==> src/rtl/tccs_pkg.sv <==
// Shared constants, types and state codes for the touch calibrate/scale unit.
// No dependencies; every other file of the block imports this package.
package tccs_pkg;

  localparam int SAMPLE_W  = 10;  // width of the raw sample field
  localparam int POS_W     = 10;  // width of the x/y position fields
  localparam int COUNT_W   = 16;  // touch counter width
  localparam int CFG_W     = 10;  // screen size register width
  localparam int PADDR_W   = 3;
  localparam int PDATA_W   = 32;

  localparam int SAMPLES_PER_AXIS_DEF = 5;
  localparam int ADC_BITS_DEF         = 10;

  localparam int SCREEN_WIDTH_RST  = 320;
  localparam int SCREEN_HEIGHT_RST = 240;

  // default calibration bounds
  localparam int DEF_X_MIN = 200;
  localparam int DEF_X_MAX = 750;
  localparam int DEF_Y_MIN = 120;
  localparam int DEF_Y_MAX = 620;

  // input command codes
  localparam logic CMD_SAMPLE    = 1'b0;
  localparam logic CMD_START_CAL = 1'b1;

  typedef enum logic {
    REG_SCREEN_WIDTH  = 1'b0,
    REG_SCREEN_HEIGHT = 1'b1
  } reg_index_t;

  typedef enum logic [3:0] {
    ST_IDLE,
    ST_DIV_X,
    ST_DIV_Y,
    ST_CHECK,
    ST_MUL_X,
    ST_DIVS_X,
    ST_MUL_Y,
    ST_DIVS_Y,
    ST_OUT
  } state_t;

  // status of a serial arithmetic unit
  typedef struct packed {
    logic busy;
    logic done;
  } unit_status_t;

endpackage

==> src/rtl/tccs_if.sv <==
// Handshake channels of the touch calibrate/scale unit: sample words in,
// result words out. Depends on tccs_pkg.
interface tccs_sample_if;
  import tccs_pkg::*;

  logic                valid;
  logic                ready;
  logic                command;
  logic [SAMPLE_W-1:0] sample;

  modport source (output valid, command, sample, input ready);
  modport sink   (input valid, command, sample, output ready);
endinterface

interface tccs_result_if;
  import tccs_pkg::*;

  logic               valid;
  logic               ready;
  logic [POS_W-1:0]   x_pos;
  logic [POS_W-1:0]   y_pos;
  logic               valid_res;
  logic               calibration_touch;
  logic               calibration_done;
  logic [COUNT_W-1:0] touch_count;

  modport source (output valid, x_pos, y_pos, valid_res, calibration_touch,
                  calibration_done, touch_count, input ready);
  modport sink   (input valid, x_pos, y_pos, valid_res, calibration_touch,
                  calibration_done, touch_count, output ready);
endinterface

==> src/rtl/tccs_serial_div.sv <==
// Restoring divider, one quotient bit per cycle.
// Depends on tccs_pkg (unit_status_t).
module tccs_serial_div #(
  parameter int DW = tccs_pkg::CFG_W + tccs_pkg::ADC_BITS_DEF,
  parameter int VW = tccs_pkg::ADC_BITS_DEF
) (
  input  logic                   clk,
  input  logic                   rst,
  input  logic                   start,
  input  logic [DW-1:0]          dividend,
  input  logic [VW-1:0]          divisor,
  output tccs_pkg::unit_status_t status,
  output logic [DW-1:0]          quotient
);
  import tccs_pkg::*;

  localparam int CNT_W = $clog2(DW);
  localparam logic [CNT_W-1:0] LAST = CNT_W'(DW - 1);

  logic [DW-1:0]    num;       // dividend bits out the top, quotient bits in
  logic [VW-1:0]    rem;
  logic [VW-1:0]    den;
  logic [CNT_W-1:0] cnt;
  logic             busy;
  logic             done;

  logic [VW:0]      trial;
  logic [VW:0]      diff;
  logic             ge;
  logic [VW-1:0]    rem_next;
  logic [DW-1:0]    num_next;

  always_comb begin
    trial    = {rem, num[DW-1]};
    diff     = trial - {1'b0, den};
    ge       = trial >= {1'b0, den};
    rem_next = ge ? diff[VW-1:0] : trial[VW-1:0];
    num_next = {num[DW-2:0], ge};
  end

  always_ff @(posedge clk) begin
    if (rst) begin
      busy <= 1'b0;
      done <= 1'b0;
      cnt  <= '0;
    end else begin
      done <= 1'b0;
      if (start) begin
        busy <= 1'b1;
        cnt  <= '0;
      end else if (busy) begin
        cnt <= cnt + 1'b1;
        if (cnt == LAST) begin
          busy <= 1'b0;
          done <= 1'b1;
        end
      end
    end
  end

  always_ff @(posedge clk) begin
    if (start) begin
      num <= dividend;
      rem <= '0;
      den <= divisor;
    end else if (busy) begin
      num <= num_next;
      rem <= rem_next;
    end
  end

  assign status.busy = busy;
  assign status.done = done;
  assign quotient    = num;

endmodule

==> src/rtl/tccs_serial_mul.sv <==
// Shift-add multiplier, one multiplier bit per cycle.
// Depends on tccs_pkg (unit_status_t).
module tccs_serial_mul #(
  parameter int MW = tccs_pkg::CFG_W,
  parameter int AW = tccs_pkg::ADC_BITS_DEF
) (
  input  logic                   clk,
  input  logic                   rst,
  input  logic                   start,
  input  logic [MW-1:0]          multiplier,
  input  logic [AW-1:0]          multiplicand,
  output tccs_pkg::unit_status_t status,
  output logic [MW+AW-1:0]       product
);
  import tccs_pkg::*;

  localparam int CNT_W = $clog2(MW);
  localparam logic [CNT_W-1:0] LAST = CNT_W'(MW - 1);

  logic [MW+AW-1:0] prod;   // upper part accumulates, lower part shifts out
  logic [AW-1:0]    mcand;
  logic [CNT_W-1:0] cnt;
  logic             busy;
  logic             done;

  logic [AW:0]      acc_sum;
  logic [MW+AW-1:0] prod_next;

  always_comb begin
    acc_sum   = {1'b0, prod[MW+AW-1:MW]} + (prod[0] ? {1'b0, mcand} : '0);
    prod_next = {acc_sum, prod[MW-1:1]};
  end

  always_ff @(posedge clk) begin
    if (rst) begin
      busy <= 1'b0;
      done <= 1'b0;
      cnt  <= '0;
    end else begin
      done <= 1'b0;
      if (start) begin
        busy <= 1'b1;
        cnt  <= '0;
      end else if (busy) begin
        cnt <= cnt + 1'b1;
        if (cnt == LAST) begin
          busy <= 1'b0;
          done <= 1'b1;
        end
      end
    end
  end

  always_ff @(posedge clk) begin
    if (start) begin
      prod  <= {{AW{1'b0}}, multiplier};
      mcand <= multiplicand;
    end else if (busy) begin
      prod <= prod_next;
    end
  end

  assign status.busy = busy;
  assign status.done = done;
  assign product     = prod;

endmodule

==> src/rtl/tccs_apb_regs.sv <==
// APB register file holding the screen width and height.
// Depends on tccs_pkg (register indexes, widths, reset values).
module tccs_apb_regs (
  input  logic                          clk,
  input  logic                          rst,
  input  logic                          psel,
  input  logic                          penable,
  input  logic                          pwrite,
  input  logic [tccs_pkg::PADDR_W-1:0]  paddr,
  input  logic [tccs_pkg::PDATA_W-1:0]  pwdata,
  output logic [tccs_pkg::PDATA_W-1:0]  prdata,
  output logic                          pready,
  output logic [tccs_pkg::CFG_W-1:0]    screen_width,
  output logic [tccs_pkg::CFG_W-1:0]    screen_height
);
  import tccs_pkg::*;

  reg_index_t reg_sel;
  logic       wr;

  assign reg_sel = reg_index_t'(paddr[2]);
  assign wr      = psel && penable && pwrite;
  assign pready  = 1'b1;

  always_ff @(posedge clk) begin
    if (rst) begin
      screen_width  <= CFG_W'(SCREEN_WIDTH_RST);
      screen_height <= CFG_W'(SCREEN_HEIGHT_RST);
    end else if (wr) begin
      case (reg_sel)
        REG_SCREEN_WIDTH:  screen_width  <= pwdata[CFG_W-1:0];
        REG_SCREEN_HEIGHT: screen_height <= pwdata[CFG_W-1:0];
        default: ;
      endcase
    end
  end

  always_comb begin
    case (reg_sel)
      REG_SCREEN_WIDTH:  prdata = PDATA_W'(screen_width);
      REG_SCREEN_HEIGHT: prdata = PDATA_W'(screen_height);
      default:           prdata = '0;
    endcase
  end

endmodule

==> src/rtl/touch_coordinate_calibrate_scale_unit.sv <==
// Touch averaging, two-point calibration and linear scaling to screen pixels.
// Non-final samples and start commands are taken without holding input. The last
// sample of a touch holds input for two serial divides by the sample count, and
// when the point is scaled also for two serial multiplies and two serial divides
// (the divide of an axis whose span is zero is skipped), and until the result can go out.
// Reset (rst, synchronous) restores default bounds and screen size, arms calibration.
module touch_coordinate_calibrate_scale_unit #(
  parameter int SAMPLES_PER_AXIS = tccs_pkg::SAMPLES_PER_AXIS_DEF,
  parameter int ADC_BITS         = tccs_pkg::ADC_BITS_DEF
) (
  input  logic                          clk,
  input  logic                          rst,
  tccs_sample_if.sink                   samples,
  tccs_result_if.source                 results,
  input  logic                          psel,
  input  logic                          penable,
  input  logic                          pwrite,
  input  logic [tccs_pkg::PADDR_W-1:0]  paddr,
  input  logic [tccs_pkg::PDATA_W-1:0]  pwdata,
  output logic [tccs_pkg::PDATA_W-1:0]  prdata,
  output logic                          pready
);
  import tccs_pkg::*;

  localparam int SUM_W = $clog2(SAMPLES_PER_AXIS * ((1 << ADC_BITS) - 1) + 1);
  localparam int IDX_W = $clog2(2 * SAMPLES_PER_AXIS);
  localparam int DIV_W = CFG_W + ADC_BITS;
  localparam logic [IDX_W-1:0] LAST_IDX = IDX_W'(2 * SAMPLES_PER_AXIS - 1);
  localparam logic [IDX_W-1:0] Y_IDX    = IDX_W'(SAMPLES_PER_AXIS);

  // configuration
  logic [CFG_W-1:0] screen_width;
  logic [CFG_W-1:0] screen_height;

  tccs_apb_regs u_regs (
    .clk           (clk),
    .rst           (rst),
    .psel          (psel),
    .penable       (penable),
    .pwrite        (pwrite),
    .paddr         (paddr),
    .pwdata        (pwdata),
    .prdata        (prdata),
    .pready        (pready),
    .screen_width  (screen_width),
    .screen_height (screen_height)
  );

  // control and state
  state_t              state;
  state_t              state_next;
  logic [IDX_W-1:0]    idx;
  logic [SUM_W-1:0]    x_sum;
  logic [SUM_W-1:0]    y_sum;
  logic [ADC_BITS-1:0] x_min, x_max, y_min, y_max;
  logic [ADC_BITS-1:0] first_x, first_y;
  logic                first_taken;
  logic                calibrating;
  logic [COUNT_W-1:0]  touches;
  logic                out_valid;

  // payload
  logic [ADC_BITS-1:0] ax, ay;
  logic [POS_W-1:0]    xo, yo;
  logic                valid_q, cal_touch_q, cal_done_q;

  // arithmetic units
  logic                div_start;
  logic [DIV_W-1:0]    div_num;
  logic [ADC_BITS-1:0] div_den;
  logic [DIV_W-1:0]    div_q;
  unit_status_t        div_st;
  logic                mul_start;
  logic [CFG_W-1:0]    mul_a;
  logic [ADC_BITS-1:0] mul_b;
  logic [DIV_W-1:0]    mul_p;
  unit_status_t        mul_st;

  tccs_serial_div #(.DW(DIV_W), .VW(ADC_BITS)) u_div (
    .clk      (clk),
    .rst      (rst),
    .start    (div_start),
    .dividend (div_num),
    .divisor  (div_den),
    .status   (div_st),
    .quotient (div_q)
  );

  tccs_serial_mul #(.MW(CFG_W), .AW(ADC_BITS)) u_mul (
    .clk          (clk),
    .rst          (rst),
    .start        (mul_start),
    .multiplier   (mul_a),
    .multiplicand (mul_b),
    .status       (mul_st),
    .product      (mul_p)
  );

  // decode
  logic                accept;
  logic                is_cmd;
  logic                last;
  logic [ADC_BITS-1:0] s;
  logic                in_range;
  logic [ADC_BITS-1:0] span_x, span_y;
  logic                span_x_zero, span_y_zero;
  logic                out_free;

  assign accept      = samples.valid && samples.ready;
  assign is_cmd      = samples.command == CMD_START_CAL;
  assign s           = ADC_BITS'(samples.sample);
  assign last        = accept && !is_cmd && (idx == LAST_IDX);
  assign in_range    = !calibrating && (ax >= x_min) && (ax <= x_max) &&
                       (ay >= y_min) && (ay <= y_max);
  assign span_x      = x_max - x_min;
  assign span_y      = y_max - y_min;
  assign span_x_zero = span_x == '0;
  assign span_y_zero = span_y == '0;
  assign out_free    = !out_valid || results.ready;

  // next state
  always_comb begin
    state_next = state;
    case (state)
      ST_IDLE:   if (last) state_next = ST_DIV_X;
      ST_DIV_X:  if (div_st.done) state_next = ST_DIV_Y;
      ST_DIV_Y:  if (div_st.done) state_next = ST_CHECK;
      ST_CHECK:  state_next = in_range ? ST_MUL_X : ST_OUT;
      ST_MUL_X:  if (mul_st.done) state_next = span_x_zero ? ST_MUL_Y : ST_DIVS_X;
      ST_DIVS_X: if (div_st.done) state_next = ST_MUL_Y;
      ST_MUL_Y:  if (mul_st.done) state_next = span_y_zero ? ST_OUT : ST_DIVS_Y;
      ST_DIVS_Y: if (div_st.done) state_next = ST_OUT;
      ST_OUT:    if (out_free) state_next = ST_IDLE;
      default:   state_next = ST_IDLE;
    endcase
  end

  // outputs of the sequencer
  always_comb begin
    samples.ready = state == ST_IDLE;
    div_start     = 1'b0;
    mul_start     = 1'b0;
    div_num       = DIV_W'(x_sum);
    div_den       = ADC_BITS'(SAMPLES_PER_AXIS);
    mul_a         = screen_height;
    mul_b         = ay - y_min;
    case (state)
      ST_IDLE: begin
        div_start = last;
      end
      ST_DIV_X: begin
        div_num   = DIV_W'(y_sum);
        div_start = div_st.done;
      end
      ST_CHECK: begin
        mul_a     = screen_width;
        mul_b     = ax - x_min;
        mul_start = in_range;
      end
      ST_MUL_X: begin
        div_num   = mul_p;
        div_den   = span_x;
        div_start = mul_st.done && !span_x_zero;
        mul_start = mul_st.done && span_x_zero;
      end
      ST_DIVS_X: begin
        mul_start = div_st.done;
      end
      ST_MUL_Y: begin
        div_num   = mul_p;
        div_den   = span_y;
        div_start = mul_st.done && !span_y_zero;
      end
      default: ;
    endcase
  end

  // control registers
  always_ff @(posedge clk) begin
    if (rst) begin
      state       <= ST_IDLE;
      idx         <= '0;
      x_sum       <= '0;
      y_sum       <= '0;
      x_min       <= ADC_BITS'(DEF_X_MIN);
      x_max       <= ADC_BITS'(DEF_X_MAX);
      y_min       <= ADC_BITS'(DEF_Y_MIN);
      y_max       <= ADC_BITS'(DEF_Y_MAX);
      first_x     <= '0;
      first_y     <= '0;
      first_taken <= 1'b0;
      calibrating <= 1'b1;
      touches     <= '0;
      out_valid   <= 1'b0;
    end else begin
      state <= state_next;

      if (accept) begin
        if (is_cmd) begin
          x_min       <= ADC_BITS'(DEF_X_MIN);
          x_max       <= ADC_BITS'(DEF_X_MAX);
          y_min       <= ADC_BITS'(DEF_Y_MIN);
          y_max       <= ADC_BITS'(DEF_Y_MAX);
          first_taken <= 1'b0;
          calibrating <= 1'b1;
          idx         <= '0;
          x_sum       <= '0;
          y_sum       <= '0;
        end else begin
          if (idx < Y_IDX) x_sum <= x_sum + SUM_W'(s);
          else             y_sum <= y_sum + SUM_W'(s);
          idx <= last ? '0 : idx + 1'b1;
        end
      end

      if (state == ST_CHECK) begin
        x_sum <= '0;
        y_sum <= '0;
        if (calibrating) begin
          if (!first_taken) begin
            first_x     <= ax;
            first_y     <= ay;
            first_taken <= 1'b1;
          end else begin
            // second point: smaller coordinate becomes the min
            if (first_x < ax) begin
              x_min <= first_x;
              x_max <= ax;
            end else begin
              x_min <= ax;
              x_max <= first_x;
            end
            if (first_y < ay) begin
              y_min <= first_y;
              y_max <= ay;
            end else begin
              y_min <= ay;
              y_max <= first_y;
            end
            first_taken <= 1'b0;
            calibrating <= 1'b0;
          end
        end
      end

      if (state == ST_OUT && out_free) begin
        out_valid <= 1'b1;
        touches   <= touches + 1'b1;
      end else if (results.ready) begin
        out_valid <= 1'b0;
      end
    end
  end

  // datapath registers
  always_ff @(posedge clk) begin
    case (state)
      ST_DIV_X:  if (div_st.done) ax <= ADC_BITS'(div_q);
      ST_DIV_Y:  if (div_st.done) ay <= ADC_BITS'(div_q);
      ST_CHECK: begin
        xo          <= POS_W'(ax);
        yo          <= POS_W'(ay);
        valid_q     <= in_range;
        cal_touch_q <= calibrating;
        cal_done_q  <= calibrating && first_taken;
      end
      ST_MUL_X:  if (mul_st.done && span_x_zero) xo <= '0;
      ST_DIVS_X: if (div_st.done) xo <= POS_W'(div_q);
      ST_MUL_Y:  if (mul_st.done && span_y_zero) yo <= '0;
      ST_DIVS_Y: if (div_st.done) yo <= POS_W'(div_q);
      default: ;
    endcase

    if (state == ST_OUT && out_free) begin
      results.x_pos             <= xo;
      results.y_pos             <= yo;
      results.valid_res         <= valid_q;
      results.calibration_touch <= cal_touch_q;
      results.calibration_done  <= cal_done_q;
      results.touch_count       <= touches + 1'b1;
    end
  end

  assign results.valid = out_valid;

endmodule
==> src/flat_wrapper.sv <==
// flat-port wrapper written by rule: the top's interface ports become plain ports
module touch_coordinate_calibrate_scale_unit_flat import tccs_pkg::*;
#(
  parameter int SAMPLES_PER_AXIS = tccs_pkg::SAMPLES_PER_AXIS_DEF,
  parameter int ADC_BITS         = tccs_pkg::ADC_BITS_DEF
)
  (clk, rst, psel, penable, pwrite, paddr, pwdata, prdata, pready, samples_valid, samples_command, samples_sample, samples_ready, results_valid, results_x_pos, results_y_pos, results_valid_res, results_calibration_touch, results_calibration_done, results_touch_count, results_ready);
  tccs_sample_if samples_i ();
  tccs_result_if results_i ();
  input  logic clk;
  input  logic rst;
  input  logic psel;
  input  logic penable;
  input  logic pwrite;
  input  logic [tccs_pkg::PADDR_W-1:0] paddr;
  input  logic [tccs_pkg::PDATA_W-1:0] pwdata;
  output logic [tccs_pkg::PDATA_W-1:0] prdata;
  output logic pready;
  input wire logic [$bits(samples_i.valid)-1:0] samples_valid;
  input wire logic [$bits(samples_i.command)-1:0] samples_command;
  input wire logic [$bits(samples_i.sample)-1:0] samples_sample;
  output wire logic [$bits(samples_i.ready)-1:0] samples_ready;
  output wire logic [$bits(results_i.valid)-1:0] results_valid;
  output wire logic [$bits(results_i.x_pos)-1:0] results_x_pos;
  output wire logic [$bits(results_i.y_pos)-1:0] results_y_pos;
  output wire logic [$bits(results_i.valid_res)-1:0] results_valid_res;
  output wire logic [$bits(results_i.calibration_touch)-1:0] results_calibration_touch;
  output wire logic [$bits(results_i.calibration_done)-1:0] results_calibration_done;
  output wire logic [$bits(results_i.touch_count)-1:0] results_touch_count;
  input wire logic [$bits(results_i.ready)-1:0] results_ready;
  assign samples_i.valid = samples_valid;
  assign samples_i.command = samples_command;
  assign samples_i.sample = samples_sample;
  assign samples_ready = samples_i.ready;
  assign results_valid = results_i.valid;
  assign results_x_pos = results_i.x_pos;
  assign results_y_pos = results_i.y_pos;
  assign results_valid_res = results_i.valid_res;
  assign results_calibration_touch = results_i.calibration_touch;
  assign results_calibration_done = results_i.calibration_done;
  assign results_touch_count = results_i.touch_count;
  assign results_i.ready = results_ready;
  touch_coordinate_calibrate_scale_unit #(.SAMPLES_PER_AXIS(SAMPLES_PER_AXIS), .ADC_BITS(ADC_BITS)) u_core (.clk(clk), .rst(rst), .samples(samples_i), .results(results_i), .psel(psel), .penable(penable), .pwrite(pwrite), .paddr(paddr), .pwdata(pwdata), .prdata(prdata), .pready(pready));
endmodule
==> config.mk <==
export PLATFORM = sky130hd
export DESIGN_NAME = touch_coordinate_calibrate_scale_unit_flat
export DESIGN_NICKNAME = d
export VERILOG_FILES = /design/src/rtl/tccs_pkg.sv /design/src/rtl/tccs_if.sv /design/src/rtl/tccs_serial_div.sv /design/src/rtl/tccs_serial_mul.sv /design/src/rtl/tccs_apb_regs.sv /design/src/rtl/touch_coordinate_calibrate_scale_unit.sv /design/src/flat_wrapper.sv
export SDC_FILE = /design/constraint.sdc
export NUM_CORES = 1
export LEC_CHECK = 0
export BUFFER_PORTS_ARGS = -buffer_cell sky130_fd_sc_hd__buf_2
export CORE_MARGIN = 2
export CORE_UTILIZATION = 50
export CTS_CLUSTER_SIZE = 24
export DETAILED_ROUTE_END_ITERATION = 8
export GPL_TIMING_DRIVEN = 1
export PLACE_DENSITY = 0.79
export SLEW_MARGIN = 15
export SYNTH_ARGS = -nofsm -noshare
export SYNTH_HDL_FRONTEND = slang
export SYNTH_HIERARCHICAL = 1
export SYNTH_SLANG_ARGS = --single-unit
==> constraint.sdc <==
create_clock -name clk -period 5.79 [get_ports clk]
set_input_delay 0.2895 -clock clk [delete_from_list [all_inputs] [get_ports clk]]
set_output_delay 0.2895 -clock clk [all_outputs]
set_load 0.05 [all_outputs]
==> results.cfg <==
[outcome]
status = completed

[hold_path]
hold_path_startpoint = pwdata[3]
holdPathStages = 3
hold_path_class = primary input to flip-flop
min_to = u_core/u_regs/screen_height[3]

[setup_path]
path_cells = ha_1, inv_1, fa_1, a21o_2, a21oi_1, xnor2_1, or4b_1, or4b_1, or2_1, o31ai_4, nor2_1, inv_1
timing.rr.start = u_core/x_min[0]
critPathMaxFanout = 13
reg2reg_to = u_core/u_mul/product[8]
cpPeakStageDelay_ns = 0.68
crit_required_ns = 6.02
worstSetupStartpointType = flip-flop
r2r_cells = 12
critPathArrivalTime_ns = 4.79
slowest_stage = o31ai_4
worstSetupPathType = flip-flop to flip-flop
cp-end-kind = flip-flop
rrSetupSlack_ns = 1.23

[die]
die_w_um = 189
io_pins = 127
die_area_mm2 = 0.0357
placementRows = 67
core_mm2 = 0.0336
fp.dieH_um = 189
initial_core_util_pct = 50.9

[place]
placed_cell_area_mm2 = 0.0178
placedCellCount = 2236
portBuffers = 79
dp_hpwl_um = 29300
place.gp.congestion = 0.948

[finish]
drive_gt1_share_pct = 13.4
stdcell_count = 2300
area_delta_synth_final_pct = 10.5
final_cell_mix = 192 x nor2_1, 166 x dfxtp_1, 132 x edfxtp_1, 124 x ha_1, 122 x a21oi_1
final_common_cell = nor2_1
fill_cells = 2855
design_area_mm2 = 0.0189
diodes = 0
layout.nets = 2012

[timing]
grt_setup_unrepaired = no
worst_pin_slew_ns = 1.09
setup_viol = 0
relSlewSlack_pct = 27.1
setup_tns_ns = 0
drv_slew = 0
min_period_ns = 4.56
fmax_mhz = 219
hold_violations = 0
period_share_pct = 78.8
fin_skew_ns = 0.0204

[grt]
gr-usage-met1_pct = 29.1
grt_use_met3_pct = 3.00
track_usage_pct = 22.1
grt_pass1_vias = 12400
grt_max_degree = 94
grt_first_pass_wirelength_um = 63800
grt_most_used_layer = met2
overflow = 0
antenna_found_initial = 0
use_met2_pct = 37.5

[drt]
drt-total-wl_um = 40500
drt_iter0_drc = 1035
antenna_left = 0
drcViolationCount = 0
avgViaCountPerCell = 5.71
drt-pass1-iter-count = 6
vias = 13100
avgRoutedWirePerCell_um = 17.6

[synthesis]
yosysWarnings = 6
syn_area_per_cell_um2 = 9.65
syn_inst = 1771
syn_area_mm2 = 0.0171

[pwr]
switching_share_pct = 26.6
p_clk_share_pct = 41.3
power_leakage_nw = 7.79
power_frac_comb_pct = 12.4
p_per_area_mw_per_mm2 = 260
peakVddDrop_uv = 221
p_switching_mw = 1.31
p_int_mw = 3.61
seq_power_share_pct = 46.2

[clock_tree]
clk_pin_slew_worst_paths_ns = 0.07
cts_setup_buffers = 0
cts_tree = done
insertion_delay_ns = 0.58
cts.sinks = 298
numCtsBuffers = 31
clockBufferDepth = 3
htreeDepth = 1
cts-root-buf = clkbuf_16

[job]
max-cap-violations = 0
[sequential cells by signal, indices dropped and copies added (netlist names), 13 cells and up]
signal / count
u_core/touches: 16
u_core/results.touch_count: 16
u_core/y_sum: 13
u_core/x_sum: 13
u_core/u_div/quotient: 20
u_core/u_mul/product: 20
[through the flow]
stage               worst slack (ns)  hold slack (ns)  power [mW]  utilization (%)
finish                          1.23           0.0264        4.92             56.2
global route                   0.996           0.0345        5.09             56.2
CTS                             1.27           0.0153        4.94             56.2
detailed placement              1.36            0.405        2.91             52.9
global placement                1.42            0.405        2.90             52.9
floorplan                      0.864            0.362        2.79                -
[worst max path at each step]
stage               startpoint                 endpoint
6_report       u_core/x_min[0]  u_core/u_mul/product[8]
5_1_grt        u_core/x_min[0]  u_core/u_mul/product[6]
4_1_cts        u_core/x_min[0]  u_core/u_mul/product[6]
3_5_place_dp   u_core/x_max[0]  u_core/u_mul/product[6]
3_3_place_gp   u_core/x_max[0]  u_core/u_mul/product[6]
2_1_floorplan  u_core/x_min[0]  u_core/u_mul/product[0]
[power by group through the flow]
stage	registers, mW	clock network (mW)	logic (mW)
CTS	2.27	2.06	0.602
global placement	2.32	0	0.581
global route	2.28	2.14	0.667
finish	2.28	2.03	0.612
detailed placement	2.32	0	0.594
floorplan	2.30	0	0.491
[layout make-up]
class / instances / area [µm²] / share of cell area (%)
clock inverter: 25 / 263 / 1.39
clock buffer: 33 / 783 / 4.14
tap: 448 / 561 / 2.97
multi-input combinational: 1290 / 9040 / 47.8
sequential: 298 / 7290 / 38.6
inverter: 107 / 402 / 2.12
timing repair buffer: 99 / 563 / 2.98
[worst max-delay path: cells and delay by family (launching register included)]
kind / cells / cell delay, ns
compound gates: 3 / 1.10
buf+inv: 2 / 0.41
flops: 1 / 0.37
fa+ha+maj: 2 / 0.60
xor+xnor: 1 / 0.14
simple gates: 4 / 1.58
[what timing repair did]
| action | 4_1_cts | 5_1_grt |
|---|---|---|
| gates resized for setup | 0 | 0 |
| endpoints found under the setup margin | 0 | 0 |
| hold buffers | 6 | 0 |
| endpoints found under the hold margin | 10 | 0 |
[per-layer routing]
| metal | vias up | part of all wire, % |
|---|---|---|
| li1 | 6388 | - |
| met2 | 421 | 47 |
| met5 | - | 0 |
| met3 | 83 | 6.2 |
| met1 | 6232 | 44 |
| met4 | 0 | 3.1 |
Note: power is estimated with default switching activity, not from simulation.
